===== config.mk =====
export PLATFORM = sky130hd
export DESIGN_NAME = first_fit_slot_allocator
export DESIGN_NICKNAME = d
export VERILOG_FILES = /design/src/sv/ffsa_pkg.sv /design/src/sv/ffsa_cell.sv /design/src/sv/ffsa_ctrl.sv /design/src/sv/first_fit_slot_allocator.sv
export SDC_FILE = /design/constraint.sdc
export NUM_CORES = 1
export LEC_CHECK = 0
export ABC_AREA = 1
export CAP_MARGIN = 20
export CORE_MARGIN = 2
export CORE_UTILIZATION = 60
export DETAILED_ROUTE_END_ITERATION = 10
export DONT_BUFFER_PORTS = 1
export PLACE_DENSITY = 0.78
export SLEW_MARGIN = 20
export SYNTH_ARGS = -nofsm -noshare
export SYNTH_HDL_FRONTEND = slang
export SYNTH_HIERARCHICAL = 1
export SYNTH_SLANG_ARGS = --single-unit

===== constraint.sdc =====
create_clock -name clk -period 7.9 [get_ports clk]
set_input_delay 1.185 -clock clk [delete_from_list [all_inputs] [get_ports clk]]
set_output_delay 1.185 -clock clk [all_outputs]
set_load 0.01 [all_outputs]

===== src/sv/ffsa_pkg.sv =====
`default_nettype none
// ----------------------------------------------------------------------------
// ffsa_pkg
// Types and codes shared by the first-fit slot allocator and its cells.
// ----------------------------------------------------------------------------
package ffsa_pkg;

    localparam int FFSA_SLOTS = 16;

    localparam logic [1:0] KIND_ALLOC   = 2'd0;
    localparam logic [1:0] KIND_DEALLOC = 2'd1;
    localparam logic [1:0] KIND_COMPACT = 2'd2;
    localparam logic [1:0] KIND_READ    = 2'd3;

    localparam logic [1:0] ST_OK       = 2'd0;
    localparam logic [1:0] ST_NOSPACE  = 2'd1;
    localparam logic [1:0] ST_NOTFOUND = 2'd2;
    localparam logic [1:0] ST_BAD      = 2'd3;

    typedef struct packed {
        logic [1:0] kind;
        logic [4:0] req_size;
        logic [7:0] owner_id;
        logic [3:0] slot_index;
    } ffsa_req_t;

    typedef struct packed {
        logic [1:0] status;
        logic [3:0] start_slot;
        logic [7:0] slot_owner;
    } ffsa_rsp_t;

    typedef struct packed {
        logic shift_en;
        logic swap_en;
        logic phase;
    } ffsa_cell_ctrl_t;

endpackage
`default_nettype wire


===== src/sv/ffsa_cell.sv =====
`default_nettype none
// ----------------------------------------------------------------------------
// ffsa_cell
// One slot of the ring: holds an owner id, shifts toward the head, or takes
// part in an odd-even exchange that moves owned slots toward the front.
// ----------------------------------------------------------------------------
module ffsa_cell (
    input  wire logic                      clk,
    input  wire logic                      rst_n,
    input  wire ffsa_pkg::ffsa_cell_ctrl_t ctrl,
    input  wire logic                      odd,
    input  wire logic                      has_left,
    input  wire logic                      has_right,
    input  wire logic [7:0]                left_val,
    input  wire logic [7:0]                right_val,
    output logic      [7:0]                value
);
    import ffsa_pkg::*;

    logic [7:0] value_reg;
    logic [7:0] value_next;
    logic       pair_right;

    assign pair_right = (odd == ctrl.phase);
    assign value      = value_reg;

    always_comb
    begin
        value_next = value_reg;
        if (ctrl.shift_en)
        begin
            value_next = right_val;
        end
        else if (ctrl.swap_en)
        begin
            if (pair_right)
            begin
                if (has_right && (value_reg == 8'd0) && (right_val != 8'd0))
                begin
                    value_next = right_val;
                end
            end
            else
            begin
                if (has_left && (left_val == 8'd0) && (value_reg != 8'd0))
                begin
                    value_next = left_val;
                end
            end
        end
    end

    always_ff @(posedge clk or negedge rst_n)
    begin
        if (!rst_n)
        begin
            value_reg <= 8'd0;
        end
        else
        begin
            value_reg <= value_next;
        end
    end

endmodule
`default_nettype wire


===== src/sv/ffsa_ctrl.sv =====
`default_nettype none
// ----------------------------------------------------------------------------
// ffsa_ctrl
// Request sequencer: watches the head of the ring, feeds its tail, counts
// passes and holds the response word.
// ----------------------------------------------------------------------------
module ffsa_ctrl #(
    parameter int SLOTS = ffsa_pkg::FFSA_SLOTS
) (
    input  wire logic                      clk,
    input  wire logic                      rst_n,
    input  wire logic                      req_valid,
    output logic                           req_stall,
    input  wire ffsa_pkg::ffsa_req_t       req,
    output logic                           rsp_valid,
    input  wire logic                      rsp_stall,
    output ffsa_pkg::ffsa_rsp_t            rsp,
    input  wire logic [7:0]                head,
    output logic      [7:0]                feed,
    output ffsa_pkg::ffsa_cell_ctrl_t      cell_ctrl
);
    import ffsa_pkg::*;

    localparam int IW = $clog2(SLOTS);
    localparam int RW = $clog2(SLOTS + 1);
    localparam logic [IW-1:0] LAST = IW'(SLOTS - 1);
    localparam logic [8:0] SLOTS_W = 9'(SLOTS);

    localparam logic [2:0] S_IDLE    = 3'd0;
    localparam logic [2:0] S_SCAN    = 3'd1;
    localparam logic [2:0] S_WRITE   = 3'd2;
    localparam logic [2:0] S_DEALLOC = 3'd3;
    localparam logic [2:0] S_COMPACT = 3'd4;
    localparam logic [2:0] S_READ    = 3'd5;
    localparam logic [2:0] S_DONE    = 3'd6;

    logic [2:0]    state_reg, state_next;
    logic [IW-1:0] cnt_reg, cnt_next;
    logic          rsp_valid_reg, rsp_valid_next;
    ffsa_req_t     req_reg, req_next;
    logic [RW-1:0] run_reg, run_next;
    logic [IW-1:0] start_reg, start_next;
    logic [8:0]    end_reg, end_next;
    logic          found_reg, found_next;
    logic          hit_reg, hit_next;
    logic [1:0]    status_reg, status_next;
    logic [7:0]    owner_reg, owner_next;
    ffsa_rsp_t     rsp_reg, rsp_next;
    logic          last;
    logic          in_run;
    logic [IW-1:0] run_start;

    assign last      = (cnt_reg == LAST);
    assign req_stall = (state_reg != S_IDLE);
    assign rsp_valid = rsp_valid_reg;
    assign rsp       = rsp_reg;
    assign run_start = (run_reg == RW'(0)) ? cnt_reg : start_reg;
    assign in_run    = (9'(cnt_reg) >= 9'(start_reg)) && (9'(cnt_reg) < end_reg);

    always_comb
    begin
        state_next     = state_reg;
        cnt_next       = cnt_reg;
        rsp_valid_next = rsp_valid_reg;
        req_next       = req_reg;
        run_next       = run_reg;
        start_next     = start_reg;
        end_next       = end_reg;
        found_next     = found_reg;
        hit_next       = hit_reg;
        status_next    = status_reg;
        owner_next     = owner_reg;
        rsp_next       = rsp_reg;
        feed           = head;
        cell_ctrl      = '0;

        if (rsp_valid_reg && !rsp_stall)
        begin
            rsp_valid_next = 1'b0;
        end

        unique case (state_reg)
            S_IDLE:
            begin
                if (req_valid)
                begin
                    req_next    = req;
                    cnt_next    = '0;
                    run_next    = '0;
                    start_next  = '0;
                    found_next  = 1'b0;
                    hit_next    = 1'b0;
                    status_next = ST_OK;
                    owner_next  = 8'd0;
                    unique case (req.kind)
                        KIND_ALLOC:
                        begin
                            if ((req.req_size == 5'd0) || (req.owner_id == 8'd0))
                            begin
                                status_next = ST_BAD;
                                state_next  = S_DONE;
                            end
                            else
                            begin
                                state_next = S_SCAN;
                            end
                        end
                        KIND_DEALLOC:
                        begin
                            if (req.owner_id == 8'd0)
                            begin
                                status_next = ST_BAD;
                                state_next  = S_DONE;
                            end
                            else
                            begin
                                state_next = S_DEALLOC;
                            end
                        end
                        KIND_COMPACT:
                        begin
                            state_next = S_COMPACT;
                        end
                        KIND_READ:
                        begin
                            if ({5'd0, req.slot_index} >= SLOTS_W)
                            begin
                                status_next = ST_BAD;
                                state_next  = S_DONE;
                            end
                            else
                            begin
                                state_next = S_READ;
                            end
                        end
                        default:
                        begin
                            state_next = S_DONE;
                        end
                    endcase
                end
            end
            S_SCAN:
            begin
                cell_ctrl.shift_en = 1'b1;
                cnt_next           = cnt_reg + IW'(1);
                if (!found_reg)
                begin
                    if (head == 8'd0)
                    begin
                        start_next = run_start;
                        run_next   = run_reg + RW'(1);
                        if ((9'(run_reg) + 9'd1) == {4'd0, req_reg.req_size})
                        begin
                            found_next = 1'b1;
                            end_next   = 9'(run_start) + {4'd0, req_reg.req_size};
                        end
                    end
                    else
                    begin
                        run_next = '0;
                    end
                end
                if (last)
                begin
                    cnt_next = '0;
                    if (found_next)
                    begin
                        state_next = S_WRITE;
                    end
                    else
                    begin
                        status_next = ST_NOSPACE;
                        state_next  = S_DONE;
                    end
                end
            end
            S_WRITE:
            begin
                cell_ctrl.shift_en = 1'b1;
                cnt_next           = cnt_reg + IW'(1);
                if (in_run)
                begin
                    feed = req_reg.owner_id;
                end
                if (last)
                begin
                    status_next = ST_OK;
                    state_next  = S_DONE;
                end
            end
            S_DEALLOC:
            begin
                cell_ctrl.shift_en = 1'b1;
                cnt_next           = cnt_reg + IW'(1);
                if (head == req_reg.owner_id)
                begin
                    feed     = 8'd0;
                    hit_next = 1'b1;
                end
                if (last)
                begin
                    status_next = hit_next ? ST_OK : ST_NOTFOUND;
                    state_next  = S_DONE;
                end
            end
            S_COMPACT:
            begin
                cell_ctrl.swap_en = 1'b1;
                cell_ctrl.phase   = cnt_reg[0];
                cnt_next          = cnt_reg + IW'(1);
                if (last)
                begin
                    state_next = S_DONE;
                end
            end
            S_READ:
            begin
                cell_ctrl.shift_en = 1'b1;
                cnt_next           = cnt_reg + IW'(1);
                if (9'(cnt_reg) == 9'(req_reg.slot_index))
                begin
                    owner_next = head;
                end
                if (last)
                begin
                    state_next = S_DONE;
                end
            end
            S_DONE:
            begin
                if (!rsp_valid_reg || !rsp_stall)
                begin
                    rsp_next.status     = status_reg;
                    rsp_next.start_slot = 4'd0;
                    rsp_next.slot_owner = owner_reg;
                    if ((req_reg.kind == KIND_ALLOC) && (status_reg == ST_OK))
                    begin
                        rsp_next.start_slot = 4'(start_reg);
                    end
                    rsp_valid_next = 1'b1;
                    state_next     = S_IDLE;
                end
            end
            default:
            begin
                state_next = S_IDLE;
            end
        endcase
    end

    always_ff @(posedge clk or negedge rst_n)
    begin
        if (!rst_n)
        begin
            state_reg     <= S_IDLE;
            cnt_reg       <= '0;
            rsp_valid_reg <= 1'b0;
        end
        else
        begin
            state_reg     <= state_next;
            cnt_reg       <= cnt_next;
            rsp_valid_reg <= rsp_valid_next;
        end
    end

    always_ff @(posedge clk)
    begin
        req_reg    <= req_next;
        run_reg    <= run_next;
        start_reg  <= start_next;
        end_reg    <= end_next;
        found_reg  <= found_next;
        hit_reg    <= hit_next;
        status_reg <= status_next;
        owner_reg  <= owner_next;
        rsp_reg    <= rsp_next;
    end

endmodule
`default_nettype wire


===== src/sv/first_fit_slot_allocator.sv =====
`default_nettype none
// ----------------------------------------------------------------------------
// first_fit_slot_allocator
// First-fit allocator of contiguous slots with compaction, built as a ring
// of owner-id cells that rotates past a single sequencer.
// ----------------------------------------------------------------------------
//   channel | valid     | stall     | word
//   request | req_valid | req_stall | req (kind, req_size, owner_id, slot_index)
//   result  | rsp_valid | rsp_stall | rsp (status, start_slot, slot_owner)
//
// Deallocate, compact and read hold the ring for one pass (one rotation step
// or one odd-even exchange round per cycle); allocate holds it for a scan pass
// and, if a free run is found, a write pass. The result is registered in S_DONE
// after the last pass; a rejected request goes from S_IDLE straight to S_DONE.
// Reset clears every slot to free. A stalled result holds the next result in
// its last cycle, and the request side with it.
// ----------------------------------------------------------------------------
module first_fit_slot_allocator #(
    parameter int SLOTS = ffsa_pkg::FFSA_SLOTS
) (
    input  wire logic                clk,
    input  wire logic                rst_n,
    input  wire logic                req_valid,
    output logic                     req_stall,
    input  wire ffsa_pkg::ffsa_req_t req,
    output logic                     rsp_valid,
    input  wire logic                rsp_stall,
    output ffsa_pkg::ffsa_rsp_t      rsp
);
    import ffsa_pkg::*;

    logic [7:0]      val [SLOTS];
    logic [7:0]      feed;
    ffsa_cell_ctrl_t cell_ctrl;

    ffsa_ctrl #(
        .SLOTS (SLOTS)
    ) u_ctrl (
        .clk       (clk),
        .rst_n     (rst_n),
        .req_valid (req_valid),
        .req_stall (req_stall),
        .req       (req),
        .rsp_valid (rsp_valid),
        .rsp_stall (rsp_stall),
        .rsp       (rsp),
        .head      (val[0]),
        .feed      (feed),
        .cell_ctrl (cell_ctrl)
    );

    for (genvar i = 0; i < SLOTS; i++)
    begin : g_cell
        logic [7:0] left_in;
        logic [7:0] right_in;

        if (i == 0)
        begin : g_first
            assign left_in = 8'd0;
        end
        else
        begin : g_mid_l
            assign left_in = val[i-1];
        end

        if (i == SLOTS - 1)
        begin : g_last
            assign right_in = feed;
        end
        else
        begin : g_mid_r
            assign right_in = val[i+1];
        end

        ffsa_cell u_cell (
            .clk       (clk),
            .rst_n     (rst_n),
            .ctrl      (cell_ctrl),
            .odd       (1'(i % 2)),
            .has_left  (1'(i > 0)),
            .has_right (1'(i < SLOTS - 1)),
            .left_val  (left_in),
            .right_val (right_in),
            .value     (val[i])
        );
    end

endmodule
`default_nettype wire

==> run_results.csv <==
group,metric,value,unit
floorplan,core-area,22700,µm²
timing,finalCritPeriodShare,37.1,%
clocking,cts_root_buf,"clkbuf_16",
critical_path,cp.arrival,3250,ps
final_layout,area_growth,7.04,%
detailed_routing,wl,33400,µm
synthesis,synth_seq_area_share,37.3,%
placed_design,dp_slack,4720,ps
detailed_routing,wire_per_inst,14.2,µm
clocking,clk_latency,440,ps
critical_path,r2r-end,"g_cell[14].u_cell/value[6]",
worst_hold_path,min_from,"u_ctrl/owner_reg[0]",
clocking,clock-sinks,196,
synthesis,avgSynthCellArea,6.98,µm²
floorplan,dieHeight,156,µm
placed_design,gp_congestion,0.918,
timing,timing.final.crit_period,2930,ps
synthesis,netlist_instances,1998,
critical_path,cp_slowest_stage_delay,670,ps
critical_path,critPathMostFrequentCell,"nand2_1",
floorplan,start_util,61.4,%
placed_design,port_buffers,0,
detailed_routing,drc,0,
detailed_routing,antenna_left,0,
status,status,"completed",
critical_path,critPathRequiredTime,8220,ps
critical_path,cp_slowest_cell,"nand2_1",
synthesis,synth_area,13900,µm²
clocking,cts_max_level,4,
clocking,path_clk_slew,70,ps
timing,setup_ws,4970,ps
clocking,cts_setup_buffers,0,
clocking,cts_resized,0,
synthesis,yosys_warnings,6,
power_and_ir_drop,combPwrFrac,58.4,%
global_route,grt_overflow,0,
synthesis,yosys.area.top_type,"dfrtp_1",
run,maxCapViolCount,0,
floorplan,rows,55,
synthesis,netlist.area_leader.share,24.4,%
global_route,grt_pass1_vias,11489,
power_and_ir_drop,power_switching,3400,µW
critical_path,worstPathCellList,"inv_2 -> nand2_1 -> nand2_1 -> buf_4 -> inv_2 -> nand2_2 -> clkinv_2 -> nand2_4 -> nand3_4 -> nand2_1 -> nand2_1",
clocking,clockBufferDepth,2,
critical_path,worst_setup_path_start_kind,"register",
critical_path,worstSetupEndpointType,"register",
floorplan,io_pins,39,
critical_path,ff2ff_path_depth,11,
timing,slew_headroom,38.3,%
critical_path,worstSetupPathType,"reg -> reg",
final_layout,drive_gt1_share,11.2,%
power_and_ir_drop,p_per_area,424,nW/µm²
synthesis,ys_types,43,
synthesis,ys_async_sr_fraction,69.4,%
final_layout,largest_reg_flops,128,
critical_path,rr_startpoint,"u_ctrl/state_reg[2]",
global_route,grtUsageTotal,28.2,%
timing,maxSlewViolCount,0,
global_route,antenna_found_initial,0,
global_route,grt_pass1_wl,55600,µm
worst_hold_path,holdCritPathClass,"reg -> reg",
synthesis,synth_flop_cell,"dfrtp_1",
detailed_routing,drtPass1Iterations,5,
timing,final.setup.tns,0,ps
floorplan,die_x,156,µm
worst_hold_path,hold_depth,0,
placed_design,dpl.hpwl,24000,µm
global_route,grt_max_degree,137,
timing,worst_pin_slew,922,ps
power_and_ir_drop,clkPwrFrac,13.3,%
power_and_ir_drop,seq_power_share,28.3,%
power_and_ir_drop,irDropWorstVdd,0.185,mV
final_layout,antenna_cells,0,
timing,clock-skew-final,18.5,ps
power_and_ir_drop,p_leak,0.00780,µW
timing,hold_viol,0,
critical_path,critPathLaunch,"u_ctrl/state_reg[2]",
timing,finalSetupViolations,0,
final_layout,fill_cells,1954,
clocking,holdBufCountCts,0,
floorplan,dieArea,24500,µm²
detailed_routing,vias_per_cell,5.36,
synthesis,ys_seq_elements,196,
critical_path,rrSetupSlack,4970,ps
detailed_routing,dr.first_iter.drc_count,1373,
synthesis,synth_edf_count,60,
clocking,cts_made_buffers,17,
timing,rsz0062_at_grt,"no",
clocking,cts_tree,"built",
worst_hold_path,min_to,"u_ctrl/rsp[0]",
power_and_ir_drop,p_sw_share,53.7,%
detailed_routing,vias,12645,
critical_path,worstPathMaxFanout,18,
power_and_ir_drop,internal_power,2930,µW
final_layout,nets,2100,
synthesis,synth.area.top_cells,"dfrtp_1 (24%), nand2_1 (21%), edfxtp_1 (13%), nand4_1 (6.7%), nor2_1 (6.1%)",
timing,fmax,342,MHz
==> cell type report <==
class	count	area (µm²)	share of cell area [%]
sequential	196	5200	34.9
inverter	276	1060	7.08
multi-input combinational	1566	7720	51.7
tap	285	357	2.39
timing repair buffer	3	22.5	0.151
clock inverter	15	144	0.964
clock buffer	17	425	2.85
==> power groups by stage <==
stage                     clock network, µW  registers, µW  logic, µW
after floorplan                           0           1640       3170
after CTS                               854           1790       3650
after detailed placement                  0           1810       3620
after global placement                    0           1800       3510
after global routing                    895           1840       4150
final                                   841           1790       3700
==> metrics by stage <==
step	std cells	util (%)	instance area, µm²	total power (µW)	hold slack [ps]
6_report	2358	65.7	14900	6330	419
3_3_place_gp	2326	63.2	14300	5310	416
4_1_cts	2358	65.7	14900	6290	418
3_5_place_dp	2326	63.2	14300	5430	412
2_1_floorplan	2074	-	14200	4800	400
5_1_grt	2358	65.7	14900	6890	415
==> cell families (layout without fill, tap and decap cells) <==
logic type               count (synthesis)  in the layout  synth area share (%)
adder cells (fa/ha/maj)                 17             17                  1.58
AO/OA/AOI/OAI                           79             79                  3.01
other                                    2             78                0.0539
XOR/XNOR                                37             37                  2.32
flip-flops                             196            196                  37.3
AND/OR/NAND/NOR                       1355           1355                  46.1
buffers and inverters                  312            311                  9.62
==> worst max path at each step <==
stage	depth (start not counted)	slack [ps]	endpoint
3_5_place_dp	4	4720	u_ctrl/owner_reg[4]
3_3_place_gp	4	4830	u_ctrl/owner_reg[1]
4_1_cts	5	4820	u_ctrl/owner_reg[6]
5_1_grt	11	4790	g_cell[10].u_cell/value[2]
2_1_floorplan	7	1870	g_cell[0].u_cell/value[5]
6_report	11	4970	g_cell[14].u_cell/value[6]
==> synth_stat cells, types with 17 or more instances <==
cell type and number:
nand3_1 52, buf_2 18, xor2_1 19, edfxtp_1 60, nand4_1 149, xnor2_1 18
o21ai_1 35, dfrtp_1 136, nor2_1 226, nand3_2 18, nand2_2 39, nor2_2 18
a21oi_1 25, nand2_1 778, inv_2 50, inv_1 209, nand3_4 32, buf_6 17
==> critical path: cells and delay by family (launching register included) <==
kind | cells | cell delay, ps
simple gates | 7 | 1400
flops | 1 | 500
buf+inv | 4 | 900
==> metal layers <==
layer  vias up  routed length (µm)  track usage, %
li1       6371                   -               -
met1      5851               15300            39.1
met2       383               15600            46.5
met3        40                1980            4.43
met4         0                 478            7.12
met5         -                   0               0
==> placed cells by master, fill, tap and decap left out, types with 19 or more instances in the layout <==
master,count
a21oi_1,24
conb_1,78
dfrtp_1,136
edfxtp_1,60
inv_1,209
inv_2,50
nand2_1,778
nand2_2,39
nand3_1,52
nand3_4,32
nand4_1,149
nor2_1,225
o21ai_1,35
xor2_1,19
Power figures use the tool's default switching activity.
